<file path="src/design/slre_pkg.sv">
// Shared types and constants for the stippled line raster engine.
// Command and result word layouts, request codes, raster op codes.
// No dependencies.
`timescale 1ns / 1ps
`default_nettype none

package slre_pkg;

  typedef enum logic [1:0] {
    REQ_HLINE = 2'd0,
    REQ_VLINE = 2'd1,
    REQ_BAND  = 2'd2,
    REQ_READ  = 2'd3
  } req_t;

  // raster op codes; the unused code acts as xor
  localparam logic [1:0] ROP_XOR = 2'd0;
  localparam logic [1:0] ROP_SET = 2'd1;
  localparam logic [1:0] ROP_CLR = 2'd2;

  localparam logic [7:0] NIB_LO   = 8'h0F;
  localparam logic [7:0] NIB_HI   = 8'hF0;
  localparam logic [7:0] PAT_TOP  = 8'h80;
  localparam logic [7:0] BYTE_ALL = 8'hFF;

  typedef struct packed {
    req_t               req_type;
    logic [7:0]         x;
    logic signed [8:0]  y;
    logic signed [8:0]  length;
    logic [7:0]         pattern;
    logic [3:0]         grey;
    logic [1:0]         raster_op;
    logic               blank_only;
    logic [12:0]        read_addr;
  } cmd_t;

  typedef struct packed {
    logic [7:0] read_data;
    logic       status;
  } result_t;

endpackage

`default_nettype wire

</file>
<file path="src/design/slre_ctrl.sv">
// Command sequencer: clips a command, walks its bytes, read-modify-writes
// the frame store with forwarding between back-to-back same-byte pixels.
// Depends on slre_pkg.
`timescale 1ns / 1ps
`default_nettype none

module slre_ctrl #(
  parameter int W           = 212,
  parameter int H           = 64,
  parameter int DOT         = 85,
  parameter int STORE_BYTES = 6784,
  parameter int AW          = 13
) (
  input  wire logic              clk,
  input  wire logic              rst_n,
  input  wire logic              in_valid,
  output logic                   in_ready,
  input  wire slre_pkg::cmd_t    in_cmd,
  output logic                   res_valid,
  input  wire logic              res_ready,
  output slre_pkg::result_t      res,
  output logic                   mem_we,
  output logic [AW-1:0]          mem_waddr,
  output logic [7:0]             mem_wdata,
  output logic [AW-1:0]          mem_raddr,
  input  wire logic [7:0]        mem_rdata
);

  localparam int BAND_BYTES = 4 * W;
  localparam int HALF       = (H + 1) / 2;
  localparam int CNT_MAX    = (BAND_BYTES > H) ? BAND_BYTES : H;
  localparam int CNT_W      = $clog2(CNT_MAX + 1);
  localparam int SW         = 11;
  localparam logic signed [SW-1:0] W_S    = SW'(W);
  localparam logic signed [SW-1:0] H_S    = SW'(H);
  localparam logic signed [SW-1:0] HALF_S = SW'(HALF);
  localparam logic [7:0]           DOT_P  = 8'(DOT);

  typedef enum logic [2:0] {
    S_CLEAR, S_IDLE, S_PREP, S_CLIP, S_ADDR, S_RUN, S_DONE
  } state_t;

  state_t                state_r, state_nxt;
  slre_pkg::cmd_t        cmd_r, cmd_nxt;
  logic signed [SW-1:0]  wy_r, wy_nxt, wl_r, wl_nxt;
  logic                  rej_r, rej_nxt;
  logic [AW-1:0]         addr_r, addr_nxt;
  logic [CNT_W-1:0]      cnt_r, cnt_nxt;
  logic [7:0]            pat_r, pat_nxt;
  logic                  odd_r, odd_nxt;
  logic [7:0]            rd_r, rd_nxt;
  logic                  b_valid_r, b_valid_nxt;
  logic [AW-1:0]         b_addr_r, b_addr_nxt;
  logic [7:0]            b_mask_r, b_mask_nxt;
  logic                  b_draw_r, b_draw_nxt;
  logic                  w_valid_r, w_valid_nxt;
  logic [AW-1:0]         w_addr_r, w_addr_nxt;
  logic [7:0]            w_data_r, w_data_nxt;

  logic signed [SW-1:0]  y_s, len_s, x_s, room, lim;
  logic [31:0]           rem;
  logic [3:0]            nib;
  logic [7:0]            cur, msk, newb;
  logic [1:0]            eff_op;
  logic                  is_band;

  // stage B: merge forwarded byte, apply mask
  always_comb begin
    is_band = (cmd_r.req_type == slre_pkg::REQ_BAND);
    cur = (w_valid_r && (w_addr_r == b_addr_r)) ? w_data_r : mem_rdata;
    msk = b_mask_r;
    if (cmd_r.blank_only && !is_band) begin
      if ((cur & slre_pkg::NIB_LO) != 8'h00) msk = msk & slre_pkg::NIB_HI;
      if ((cur & slre_pkg::NIB_HI) != 8'h00) msk = msk & slre_pkg::NIB_LO;
    end
    eff_op = is_band ? slre_pkg::ROP_XOR : cmd_r.raster_op;
    priority case (eff_op)
      slre_pkg::ROP_SET: newb = cur | msk;
      slre_pkg::ROP_CLR: newb = cur & ~msk;
      default:           newb = cur ^ msk;
    endcase
  end

  always_comb begin
    state_nxt   = state_r;
    cmd_nxt     = cmd_r;
    wy_nxt      = wy_r;
    wl_nxt      = wl_r;
    rej_nxt     = rej_r;
    addr_nxt    = addr_r;
    cnt_nxt     = cnt_r;
    pat_nxt     = pat_r;
    odd_nxt     = odd_r;
    rd_nxt      = rd_r;
    b_valid_nxt = 1'b0;
    b_addr_nxt  = b_addr_r;
    b_mask_nxt  = b_mask_r;
    b_draw_nxt  = b_draw_r;
    in_ready    = 1'b0;
    res_valid   = 1'b0;
    mem_raddr   = addr_r;
    mem_we      = b_valid_r && b_draw_r;
    mem_waddr   = b_addr_r;
    mem_wdata   = newb;
    y_s   = SW'($signed(cmd_r.y));
    len_s = SW'($signed(cmd_r.length));
    x_s   = SW'({1'b0, cmd_r.x});
    room  = W_S - x_s;
    lim   = wl_r;
    rem   = 32'(STORE_BYTES) - 32'(addr_r);
    nib   = 4'hF - cmd_r.grey;

    w_valid_nxt = b_valid_r && b_draw_r;
    w_addr_nxt  = b_addr_r;
    w_data_nxt  = newb;
    if (b_valid_r && (cmd_r.req_type == slre_pkg::REQ_READ)) begin
      rd_nxt = mem_rdata;
    end

    unique case (state_r)
      S_CLEAR: begin
        mem_we    = 1'b1;
        mem_waddr = addr_r;
        mem_wdata = 8'h00;
        addr_nxt  = addr_r + 1'b1;
        if (32'(addr_r) == 32'(STORE_BYTES - 1)) begin
          state_nxt = S_IDLE;
        end
      end
      S_IDLE: begin
        in_ready = 1'b1;
        if (in_valid) begin
          cmd_nxt   = in_cmd;
          state_nxt = S_PREP;
        end
      end
      S_PREP: begin
        rd_nxt = 8'h00;
        wy_nxt = y_s;
        wl_nxt = '0;
        unique case (cmd_r.req_type)
          slre_pkg::REQ_HLINE: begin
            rej_nxt = y_s[SW-1] || (y_s >= H_S) || (x_s >= W_S);
            if (len_s > 0) begin
              wl_nxt = (len_s > room) ? room : len_s;
            end
          end
          slre_pkg::REQ_VLINE: begin
            rej_nxt = (x_s >= W_S) || (y_s >= H_S);
            if (len_s[SW-1]) begin
              wy_nxt = y_s + len_s;
              wl_nxt = -len_s;
            end else begin
              wl_nxt = len_s;
            end
          end
          slre_pkg::REQ_BAND: begin
            rej_nxt = y_s[SW-1] || ((y_s <<< 2) >= HALF_S);
          end
          default: begin
            rej_nxt = 32'(cmd_r.read_addr) >= 32'(STORE_BYTES);
          end
        endcase
        state_nxt = S_CLIP;
      end
      S_CLIP: begin
        if (cmd_r.req_type == slre_pkg::REQ_VLINE && wy_r[SW-1]) begin
          wl_nxt = wl_r + wy_r;
          wy_nxt = '0;
        end
        // band start: y * 4 * width
        addr_nxt  = AW'(32'(wy_r[7:0]) * 32'(BAND_BYTES));
        state_nxt = S_ADDR;
      end
      S_ADDR: begin
        pat_nxt = cmd_r.pattern;
        odd_nxt = wy_r[0];
        cnt_nxt = '0;
        unique case (cmd_r.req_type)
          slre_pkg::REQ_HLINE: begin
            addr_nxt = AW'(32'(wy_r[7:1]) * 32'(W) + 32'(cmd_r.x));
            cnt_nxt  = CNT_W'(wl_r);
          end
          slre_pkg::REQ_VLINE: begin
            addr_nxt = AW'(32'(wy_r[7:1]) * 32'(W) + 32'(cmd_r.x));
            if (wy_r + wl_r > H_S) lim = H_S - wy_r;
            if (lim > 0) cnt_nxt = CNT_W'(lim);
            if (cmd_r.pattern == DOT_P && !wy_r[0]) pat_nxt = ~cmd_r.pattern;
          end
          slre_pkg::REQ_BAND: begin
            cnt_nxt = (rem < 32'(BAND_BYTES)) ? CNT_W'(rem) : CNT_W'(BAND_BYTES);
          end
          default: begin
            addr_nxt = AW'(cmd_r.read_addr);
            cnt_nxt  = CNT_W'(1);
          end
        endcase
        if (rej_r) cnt_nxt = '0;
        state_nxt = S_RUN;
      end
      S_RUN: begin
        if (cnt_r != '0) begin
          b_valid_nxt = 1'b1;
          b_addr_nxt  = addr_r;
          cnt_nxt     = cnt_r - 1'b1;
          pat_nxt     = {pat_r[0], pat_r[7:1]};
          unique case (cmd_r.req_type)
            slre_pkg::REQ_BAND: begin
              b_mask_nxt = slre_pkg::BYTE_ALL;
              b_draw_nxt = 1'b1;
              addr_nxt   = addr_r + 1'b1;
            end
            slre_pkg::REQ_READ: begin
              b_mask_nxt = 8'h00;
              b_draw_nxt = 1'b0;
            end
            slre_pkg::REQ_VLINE: begin
              b_mask_nxt = odd_r ? {nib, 4'h0} : {4'h0, nib};
              b_draw_nxt = pat_r[0];
              // advance to the next byte row after an odd row
              addr_nxt   = odd_r ? AW'(32'(addr_r) + 32'(W)) : addr_r;
              odd_nxt    = ~odd_r;
            end
            default: begin
              b_mask_nxt = odd_r ? {nib, 4'h0} : {4'h0, nib};
              b_draw_nxt = pat_r[0];
              addr_nxt   = addr_r + 1'b1;
            end
          endcase
        end else if (!b_valid_r) begin
          state_nxt = S_DONE;
        end
      end
      S_DONE: begin
        res_valid = 1'b1;
        if (res_ready) state_nxt = S_IDLE;
      end
      default: state_nxt = S_IDLE;
    endcase
  end

  assign res.read_data = rd_r;
  assign res.status    = rej_r;

  always_ff @(posedge clk) begin
    if (!rst_n) begin
      state_r   <= S_CLEAR;
      addr_r    <= '0;
      cnt_r     <= '0;
      b_valid_r <= 1'b0;
      w_valid_r <= 1'b0;
    end else begin
      state_r   <= state_nxt;
      addr_r    <= addr_nxt;
      cnt_r     <= cnt_nxt;
      b_valid_r <= b_valid_nxt;
      w_valid_r <= w_valid_nxt;
    end
    cmd_r    <= cmd_nxt;
    wy_r     <= wy_nxt;
    wl_r     <= wl_nxt;
    rej_r    <= rej_nxt;
    pat_r    <= pat_nxt;
    odd_r    <= odd_nxt;
    rd_r     <= rd_nxt;
    b_addr_r <= b_addr_nxt;
    b_mask_r <= b_mask_nxt;
    b_draw_r <= b_draw_nxt;
    w_addr_r <= w_addr_nxt;
    w_data_r <= w_data_nxt;
  end

  a_write_in_store: assert property (@(posedge clk) disable iff (!rst_n)
    mem_we |-> (32'(mem_waddr) < 32'(STORE_BYTES)))
    else $error("write address beyond frame store");

  a_result_drained: assert property (@(posedge clk) disable iff (!rst_n)
    res_valid |-> !b_valid_r)
    else $error("result offered with a pixel still in flight");

  a_no_accept_clear: assert property (@(posedge clk) disable iff (!rst_n)
    (state_r == S_CLEAR) |-> !in_ready)
    else $error("word accepted during clearing pass");

  a_read_no_write: assert property (@(posedge clk) disable iff (!rst_n)
    (b_valid_r && cmd_r.req_type == slre_pkg::REQ_READ) |-> !mem_we)
    else $error("read command modified the store");

  a_cnt_step: assert property (@(posedge clk) disable iff (!rst_n)
    (state_r == S_RUN && cnt_r != '0) |=> (cnt_r == $past(cnt_r) - 1'b1))
    else $error("pixel counter skipped");

endmodule

`default_nettype wire

</file>
<file path="config.mk">
export PLATFORM = sky130hd
export DESIGN_NAME = slre_ctrl
export DESIGN_NICKNAME = d
export VERILOG_FILES = /design/src/design/slre_pkg.sv /design/src/design/slre_ctrl.sv
export SDC_FILE = /design/constraint.sdc
export NUM_CORES = 1
export LEC_CHECK = 0
export BUFFER_PORTS_ARGS = -buffer_cell sky130_fd_sc_hd__buf_4
export CAP_MARGIN = 0
export CORE_MARGIN = 3
export CORE_UTILIZATION = 65
export DETAILED_ROUTE_END_ITERATION = 8
export GPL_TIMING_DRIVEN = 0
export PLACE_DENSITY = 0.95
export SKIP_LAST_GASP = 1
export SLEW_MARGIN = 20
export SYNTH_ARGS = -nofsm -noshare
export SYNTH_HDL_FRONTEND = slang
export SYNTH_SLANG_ARGS = --single-unit
</file>
<file path="constraint.sdc">
create_clock -name clk -period 9.3 [get_ports clk]
set_clock_uncertainty 0.1 [all_clocks]
set_input_delay 1.395 -clock clk [delete_from_list [all_inputs] [get_ports clk]]
set_output_delay 1.395 -clock clk [all_outputs]
set_load 0.005 [all_outputs]
</file>
; ---- Word level (Yosys, flattened, before mapping)
; Index checks and enable logic that the tools add are counted.
[op_classes]
addsub = 11
n_mul = 2
div = 0
order_cmp = 9
n_eq_ne = 25
shifts = 0
mux = 53
n_bitwise = 6
n_reduce_logical = 29
[op_table]
columns = operator, count
row1 = two-way mux 11 bit, 10
row2 = one-hot mux 11 bit (2 select lines), 3
row3 = two-way mux 8 bit, 8
row4 = one-hot mux 13 bit (2 select lines), 2
row5 = one-hot mux 13 bit (4 select lines), 1
row6 = one-hot mux 8 bit (2 select lines), 3
row7 = two-way mux 10 bit, 4
row8 = two-way mux 13 bit, 3
row9 = < comparator 32 x 10 -> 1 bit (second input constant), 1
row10 = one-hot mux 10 bit (3 select lines), 1
row11 = one-hot mux 3 bit (7 select lines), 1
row12 = inequality test 2 bit (second input constant), 10
row13 = one-hot mux 10 bit (2 select lines), 1
row14 = NOT 8 bit, 2
row15 = nonzero test 8 bit, 2
row16 = two-way mux 3 bit, 5
row17 = subtractor 13 x 13 -> 14 bit (first input constant), 1
row18 = adder 13 x 1 -> 13 bit (second input constant), 1
row19 = adder 13 x 8 -> 13 bit, 1
row20 = adder 13 x 8 -> 13 bit (second input constant), 1
row21 = == test 13 bit, 1
row22 = == test 13 bit (second input constant), 1
row23 = greater-or-equal comparator 13 bit (second input constant), 1
row24 = adder 11 bit, 1
row25 = other kinds (43), 70
[totals]
reg_bits = 167
latch_bits = 0
ram_bits = 0
rom_bits = 0
input_bits = 68
out_inout_bits = 46
wordCells = 160
n_memories = 0

; ---- Logic depth before layout (Yosys ltp)
; Gate-level depths: netlist of the first run.
[depth]
depth_word = 11
mapped_depth = 15
ltp_nobuf = 15

; ---- Worst setup path after synthesis of the first run
; No wires, ideal clock.
[synth_timing]
kind = register to output
start = register b_addr_r[9]
end = output port mem_wdata[4]
arrival_time_ps = 2722
required_time_ps = 7805
slack_ps = 5083
stages_incl_launch_ff = 13
path_buffers = 0
cell_sequence = edfxtp_1 > xor2_1 > nor4_1 > nand3_1 > nor3_2 > mux2i_1 > a41oi_1 > nand2b_1 > ha_1 > inv_1 > a22oi_1 > o21ai_0 > o31a_1
[synth_via]
elab_chain_len = 10
elab_cells_between_ends = 12
cone_classes = 1 x eq/ne / 5 x mux / 4 x bitwise / 2 x reduce/logical
[synth_rtl]
columns = element, line_no
row1 = "start, declared", slre_ctrl.sv:53  ; logic [AW-1:0] b_addr_r, b_addr_nxt;
row2 = "start signal, assigned", slre_ctrl.sv:266  ; b_addr_r <= b_addr_nxt;
row3 = == test 13 bit *, slre_ctrl.sv:70  ; cur = (w_valid_r && (w_addr_r == b_addr_r)) ? w_data_r : mem_rdata;
row4 = logical AND 1 bit *, slre_ctrl.sv:70
row5 = two-way mux 8 bit *, slre_ctrl.sv:70
row6 = nonzero test 8 bit, slre_ctrl.sv:74  ; if ((cur & slre_pkg::NIB_HI) != 8'h00) msk = msk & slre_pkg::NIB_LO;
row7 = two-way mux 8 bit, slre_ctrl.sv:74
row8 = two-way mux 8 bit, slre_ctrl.sv:72  ; if (cmd_r.blank_only && !is_band) begin
row9 = NOT 8 bit, slre_ctrl.sv:79  ; slre_pkg::ROP_CLR: newb = cur & ~msk;
row10 = bitwise AND 8 bit, slre_ctrl.sv:79
row11 = one-hot mux 8 bit (2 select lines) *, slre_ctrl.sv:77  ; priority case (eff_op)
row12 = net newb[4], slre_ctrl.sv:63  ; logic [7:0] cur, msk, newb;
row13 = two-way mux 8 bit *, slre_ctrl.sv:120  ; unique case (state_r)
row14 = "end, declared", slre_ctrl.sv:24  ; output logic [7:0] mem_wdata,
; Mark *: on every way through the listed nets, which the timed path passes. The rest lies on a longest branch.

; ---- Worst setup path in the final report of the first run
[layout_timing]
start = register b_addr_r[6]
end = output port mem_wdata[1]
[layout_via]
elab_chain_len = 11
elab_cells_between_ends = 13
cone_classes = 1 x eq/ne / 6 x mux / 4 x bitwise / 2 x reduce/logical
[layout_rtl]
columns = element, line_no
row1 = == test 13 bit *, slre_ctrl.sv:70
row2 = logical AND 1 bit *, slre_ctrl.sv:70
row3 = two-way mux 8 bit *, slre_ctrl.sv:70
row4 = nonzero test 8 bit, slre_ctrl.sv:73  ; if ((cur & slre_pkg::NIB_LO) != 8'h00) msk = msk & slre_pkg::NIB_HI;
row5 = two-way mux 4 bit, slre_ctrl.sv:73
row6 = two-way mux 8 bit, slre_ctrl.sv:74
row7 = two-way mux 8 bit, slre_ctrl.sv:72
row8 = NOT 8 bit, slre_ctrl.sv:79
row9 = bitwise AND 8 bit, slre_ctrl.sv:79
row10 = one-hot mux 8 bit (2 select lines) *, slre_ctrl.sv:77
row11 = net newb[1], slre_ctrl.sv:63
row12 = two-way mux 8 bit *, slre_ctrl.sv:120
; Marked as above.

==> run metrics, run 1 <==
outcome complete, no violations; fin util 77.67%; CTS tree done; number of global-route vias before repair 9,920; Post-Route WL 32,290 µm; Pwr Density 180.3 nW/µm²; largest net degree at the start of global routing 57; number of nets in the layout 1,494; largest cells by area after synthesis edfxtp_1 29%, ha_1 11%, dfxtp_1 10%; final worst path period share between 50 and 60%; WL/cell ~21 µm; drt first pass iters 9; power share of the clock group 31.1%; P_leak ~5.5 nW; Slew Viols, Final 0; Least-Margin Pin Slew 1.066 ns; Net Sw Power about 800 µW; combinational fraction of design power a little under a third; # H-tree levels 4; initial antenna violation count 0; fraction of registers with async set/reset 0%; worst min path class reg -> reg; # placed instances roughly 1,500; clock sinks 166; CTS root buf clkbuf_16; CTS Buffer Depth 2; synth warn 0; top-area cell type share of the netlist area 29.08%; DP Area 12,420 µm²; final-report hold violation count 0; Seq cells post-synth 166; CP startpoint b_addr_r[6]; Tot Pwr 2.347 mW; Relative slew margins 28.83%; most frequent cells in the layout 118 x buf_4, 109 x edfxtp_1, 100 x ha_1; Crit Path Max Fanout 8; cell taking the most area after synthesis edfxtp_1; sequential cell area 4414 µm²; site row count 47; clk slew on worst S/H paths ~0.07 ns; commonest non-fill, non-tap cell in the layout buf_4; Initial Util between 60% and 70%; first-pass GRT wire length 50,210 µm; crit path DAT 4.03 ns; drt via density 6.574; crit path launch type register; I/O Pins around 110; GPL Wtd Cong 1.005; fmax 180.9 MHz; total negative slack 0 ns; gr usage total 34.32%; pre-CTS WS 4.270 ns; Syn Inst Count 1,177; setup bufs post-CTS 0; DRT iter0 DRCs between 1,000 and 1,500; Hold Buf Count CTS 0; via count 10,150; CP Data Required Time ~8 ns; Post-synth EDFFs between 100 and 150; synthesized area per cell around 9.6 µm²; hold slack approximately 0.31 ns; core area approximately 17,000 µm²; # DRC 0; crit path kind reg -> out; Mapped Nets 1,360; Post-Syn Area 11,260 µm²; Layout fillers 1,072; Critical Path End Type output pin; unrepaired setup endpoints after global routing false; clock buffer count from CTS 17; Tmin final 5.528 ns; final std cells w/o fill 1,544; Worst-Skew Late Latency 0.45 ns; Die Wd 137.6 µm; share of cells above drive strength 1 14.12%; worst r2r src wy_r[2]; n_diodes 0; Synth Flop Type edfxtp_1; sequential element share of the synthesized area 39.21%; Sequential Power Share 38.0%; final setup fails 0; total grt overflow 0; area delta synth->final 15.64%; Cell variety after synth 72; Antenna Nets Post-Route 0; quantity of gates resized following cts 0; Max VDD drop ~0.15 mV; port bufs between 100 and 150; post-detail-place hpwl 23,300 µm; Internal Power 1.545 mW; chip height 137.6 µm; die area 18,930 µm²; Final Cell Area about 13,000 µm²; min-delay src b_addr_r[5]; max-capacitance violation count 0; Final WS setup 3.772 ns; Sw Ratio 34.19%; Multi-input gate area 6290 µm²
-- cell usage after synthesis (all sizes together) (15+ instances only) --
cell,number
dfxtp,57
fa,15
clkbuf,37
o21ai,80
nor3,24
a22oi,17
inv,94
edfxtp,109
nand3,29
a21oi,71
nor2,78
xnor2,48
ha,100
a31oi,15
mux2i,22
nand2,99
nor2b,21
xor2,24
-- per-layer routing --
metal	part of all wire, %	routed length [µm]	vias up	GRT usage [%]
li1	-	-	4563	-
met5	0	0	-	0
met2	47	15280	660	57.92
met3	10	3237	179	7.159
met4	6.5	2084	0	20.57
met1	36	11690	4748	40.17
-- state kept, by name, summed over array words and instances (netlist names) --
signal,flops
w_valid_r,1
rej_r,1
cnt_r,10
wy_r,10
w_data_r,8
b_mask_r,8
odd_r,1
rd_r,8
pat_r,8
cmd_r,56
state_r,3
w_addr_r,13
b_addr_r,13
mem_raddr,13
b_valid_r,1
wl_r,11
b_draw_r,1
-- power by group through the flow --
stage	clock, mW	combinational [mW]	sequential (mW)
after floorplan	0	0.457	0.889
after global placement	0	0.659	0.902
after detailed placement	0	0.688	0.904
after CTS	0.728	0.707	0.888
after global routing	0.761	0.784	0.895
final	0.730	0.726	0.891
-- critical path, stage by stage, from the launching register on --
cell and delay, ns:
edfxtp_1 0.43, xor2_1 0.18, nor4_1 0.26, nand3_1 0.14, nor3_2 0.72, mux2i_1 0.47
a41o_1 0.31, nand2_1 0.12, ha_1 0.20, inv_1 0.05, a22oi_1 0.07, o21ai_0 0.30
o31a_1 0.22, buf_4 0.11
-- cell type report --
| type | instances | share of cell area, % |
|---|---|---|
| buffer | 48 | 1.682 |
| clock inverter | 15 | 1.336 |
| timing repair buffer | 115 | 6.661 |
| clock buffer | 17 | 3.268 |
| sequential | 166 | 33.91 |
| multi-input combinational | 869 | 48.32 |
| tap | 220 | 2.115 |
| inverter | 94 | 2.710 |
-- logic make-up (layout without fill, tap and decap cells) --
| logic type | Yosys count | after routing | share of synthesized area [%] |
|---|---|---|---|
| muxes | 36 | 36 | 3.357 |
| xor gates and xnor gates | 72 | 72 | 5.602 |
| and+or+nand+nor | 330 | 330 | 14.36 |
| AOI/OAI and AO/OA | 316 | 316 | 18.61 |
| buffers and inverters | 142 | 289 | 5.079 |
| DFF | 166 | 166 | 39.21 |
| adders and majority gates | 115 | 115 | 13.78 |
-- path summary, 6_finish.rpt --
kind              endpoint  slack [ns]  depth (start not counted)
max           mem_wdata[1]        3.77                         13
min            w_addr_r[5]        0.31                          0
min reg2reg    w_addr_r[5]        0.31                          0
max reg2reg  mem_raddr[11]        4.56                         15
(Power assumes the default switching activity.)
==> run 2: changes to the inputs <==
Settings changed: ABC_AREA set to 1, CORE_UTILIZATION 65 to 61, PLACE_DENSITY 0.95 to 0.91.
Clock period 9.3 ns to 5.1 ns, I/O delays scaled along.
==> run 2 against run 1 <==
  * Critical path depth grew 4
  * Via count increased by 6.0%
  * Routed wire length decreased by 1.3%
  * Synthesized cell count is 24% higher
  * Global-route usage shrank 3.4 points
  * Count of clock-buffer cells in the layout increased by 3
  * Non-clock buffer count fell by 14
  * Synthesized area increased by 3.8%
  * Critical path type unchanged
  * Largest cell class unchanged
==> run metrics, run 2 <==
CTS tree done (unchanged); outcome complete, no violations (unchanged); P_leak 6.240 nW (was 5.484 nW); die area 20,850 µm² (was 18,930 µm²); clk slew on worst S/H paths 0.06 ns (was 0.07 ns); I/O Pins 114 (unchanged); post-detail-place hpwl 24,810 µm (was 23,300 µm); sequential element share of the synthesized area 37.79% (was 39.21%); Least-Margin Pin Slew 0.8212 ns (was 1.066 ns); most frequent cells in the layout 328 x nand2_1, 184 x inv_1, 115 x buf_4 (was 118 x buf_4, 109 x edfxtp_1, 100 x ha_1); Tmin final 4.491 ns; Cell variety after synth 59 (was 72); Post-Syn Area 11,680 µm² (was 11,260 µm²); total grt overflow 0 (unchanged); CTS root buf clkbuf_16 (unchanged); Slew Viols, Final 0 (unchanged); # DRC 0 (unchanged); Initial Util 63.52% (was 67.17%); final worst path period share around 88%; count leader, synth nand2_1 (was edfxtp_1); area delta synth->final 15.09% (was 15.64%); final std cells w/o fill 1,832 (was 1,544); max-capacitance violation count 0 (unchanged); Post-synth top cells 328 x nand2_1, 184 x inv_1, 109 x edfxtp_1, 109 x nor2_1, 103 x a21oi_1 (was 109 x edfxtp_1, 100 x ha_1, 99 x nand2_1); Critical Path End Type output pin (unchanged); drt first pass iters 7 (was 9); port bufs 112 (was 113); Relative slew margins 45.26% (was 28.83%); via count 10,755 (was 10,150); pre-CTS WS 0.7355 ns (was 4.270 ns); largest cells by area after synthesis edfxtp_1 28%, ha_1 11%, nand2_1 11% (was edfxtp_1 29%, ha_1 11%, dfxtp_1 10%); core area 18,390 µm² (was 16,760 µm²); total negative slack 0 ns (unchanged); CTS Buffer Depth 2 (unchanged); DRT iter0 DRCs 1,076 (was 1,171); Die Wd 144.4 µm (was 137.6 µm); Max VDD drop 0.2869 mV (was 0.1485 mV); WL/cell 17.40 µm (was 20.91 µm); crit path DAT 3.63 ns (was 4.03 ns); Synth Flop Type edfxtp_1 (unchanged); gr usage total 30.97% (was 34.32%); Pwr Density 435.9 nW/µm² (was 180.3 nW/µm²); Worst-Skew Late Latency 0.44 ns (was 0.45 ns); number of nets in the layout 1,773 (was 1,494); Hold Buf Count CTS 0 (unchanged); min-delay src b_addr_r[5] (unchanged); fmax between 200 and 250 MHz; GPL Wtd Cong 0.9878 (was 1.005); worst min path class reg -> reg (unchanged); # H-tree levels 4 (unchanged); # placed instances 1,800 (was 1,512); n_diodes 0 (unchanged); site row count 49 (was 47); CP Data Required Time 4.24 ns (was 7.81 ns); first-pass GRT wire length 50,690 µm (was 50,210 µm); Biggest register cmd_r (unchanged); unrepaired setup endpoints after global routing false (unchanged); crit path kind reg -> out (unchanged); synthesized area per cell 8.024 µm² (was 9.564 µm²); Crit Path Max Fanout 8 (unchanged); largest net degree at the start of global routing 25 (was 57); cell taking the most area after synthesis edfxtp_1 (unchanged); Layout fillers 1,377 (was 1,072); Seq cells post-synth 166 (unchanged); fraction of registers with async set/reset 0% (unchanged); chip height 144.4 µm (was 137.6 µm); CP startpoint b_addr_r[3] (was b_addr_r[6]); Post-synth EDFFs 109 (unchanged); top-area cell type share of the netlist area 28.02% (was 29.08%); clock sinks 166 (unchanged); drt via density 5.871 (was 6.574); final setup fails 0 (unchanged); setup bufs post-CTS 0 (unchanged); quantity of gates resized following cts 0 (unchanged); crit path launch type register (unchanged); number of global-route vias before repair 10,403 (was 9,920); worst r2r src wy_r[2] (unchanged); final-report hold violation count 0 (unchanged); share of cells above drive strength 1 14.47% (was 14.12%); Post-Route WL 31,880 µm (was 32,290 µm); Antenna Nets Post-Route 0 (unchanged); commonest non-fill, non-tap cell in the layout nand2_1 (was buf_4); Mapped Nets 1,639 (was 1,360); Final WS setup 0.6094 ns (was 3.772 ns); Syn Inst Count 1,456 (was 1,177); initial antenna violation count 0 (unchanged); max FFs per register 56 (unchanged); synth warn 0 (unchanged); clock buffer count from CTS 17 (unchanged)
-- run 2: cell types whose count changed after synthesis, sizes merged, moves of 22 or more --
cell	previous run	this run
xnor2	48	16
inv	94	199
nor2	78	120
nand3	29	80
mux2i	22	0
o21ai	80	118
a21oi	71	108
nand2	99	343
-- run 2: metrics by stage --
step	hold WS [ns]	power, mW	utilization [%]	area [µm²]
global placement	0.2796	4.429	69.67	12810
global route	0.3109	6.261	73.10	13450
detailed placement	0.2850	4.543	69.95	12870
finish	0.3009	5.861	73.10	13450
floorplan	0.2703	3.643	-	11690
CTS	0.2981	5.808	73.07	13440
-- run 2: critical path, stage by stage (launching register included) --
cell      delay [ns]
edfxtp_1        0.44
nand2_1         0.10
o21ai_1         0.06
nor2_1          0.12
nand4_1         0.14
nor3_2          0.55
nand2_4         0.20
nor2_1          0.15
nor2_1          0.08
inv_1           0.09
nand3_1         0.10
o21ai_2         0.21
nand2_1         0.12
ha_1            0.20
o21ai_0         0.18
nand2_1         0.11
a21oi_1         0.19
buf_4           0.15
-- run 2: kinds of logic after synthesis --
family,share of synthesized area [%]
AOI/OAI and AO/OA,14.07
adders and majority gates,13.28
xor gates and xnor gates,3.898
DFF,37.79
and+or+nand+nor,22.59
muxes,0.2571
buffers and inverters,8.118
-- run 2: final cells by class --
class / count / area, µm² / area share, %
sequential: 166 / 4414 / 32.83
timing repair buffer: 115 / 885.9 / 6.588
tap: 229 / 286.5 / 2.131
buffer: 34 / 182.7 / 1.359
clock buffer: 20 / 456.7 / 3.397
multi-input combinational: 1052 / 6336 / 47.12
clock inverter: 12 / 117.6 / 0.8747
inverter: 204 / 765.7 / 5.695
-- run 2: routing by layer --
| metal | wire length, µm | GRT usage, % |
|---|---|---|
| met2 | 15630 | 53.55 |
| met1 | 12180 | 37.83 |
| met4 | 1478 | 14.14 |
| met3 | 2600 | 5.357 |
| met5 | 0 | 0 |
-- run 2: power breakdown --
group | switching, mW | leakage [nW] | total (mW) | internal (mW)
logic | 1.66 | 4.50 | 2.67 | 1.01
clock network | 0.568 | 0.277 | 1.27 | 0.706
registers | 0.206 | 1.47 | 1.92 | 1.71
total | 2.43 | 6.24 | 5.86 | 3.43
-- run 2: worst paths after layout --
kind | endpoint | slack (ns) | cells past startpoint
setup / recovery | mem_wdata[6] | 0.61 | 17
hold / removal | w_addr_r[5] | 0.30 | 0
setup reg to reg | mem_raddr[12] | 0.69 | 18
hold reg to reg | w_addr_r[5] | 0.30 | 0
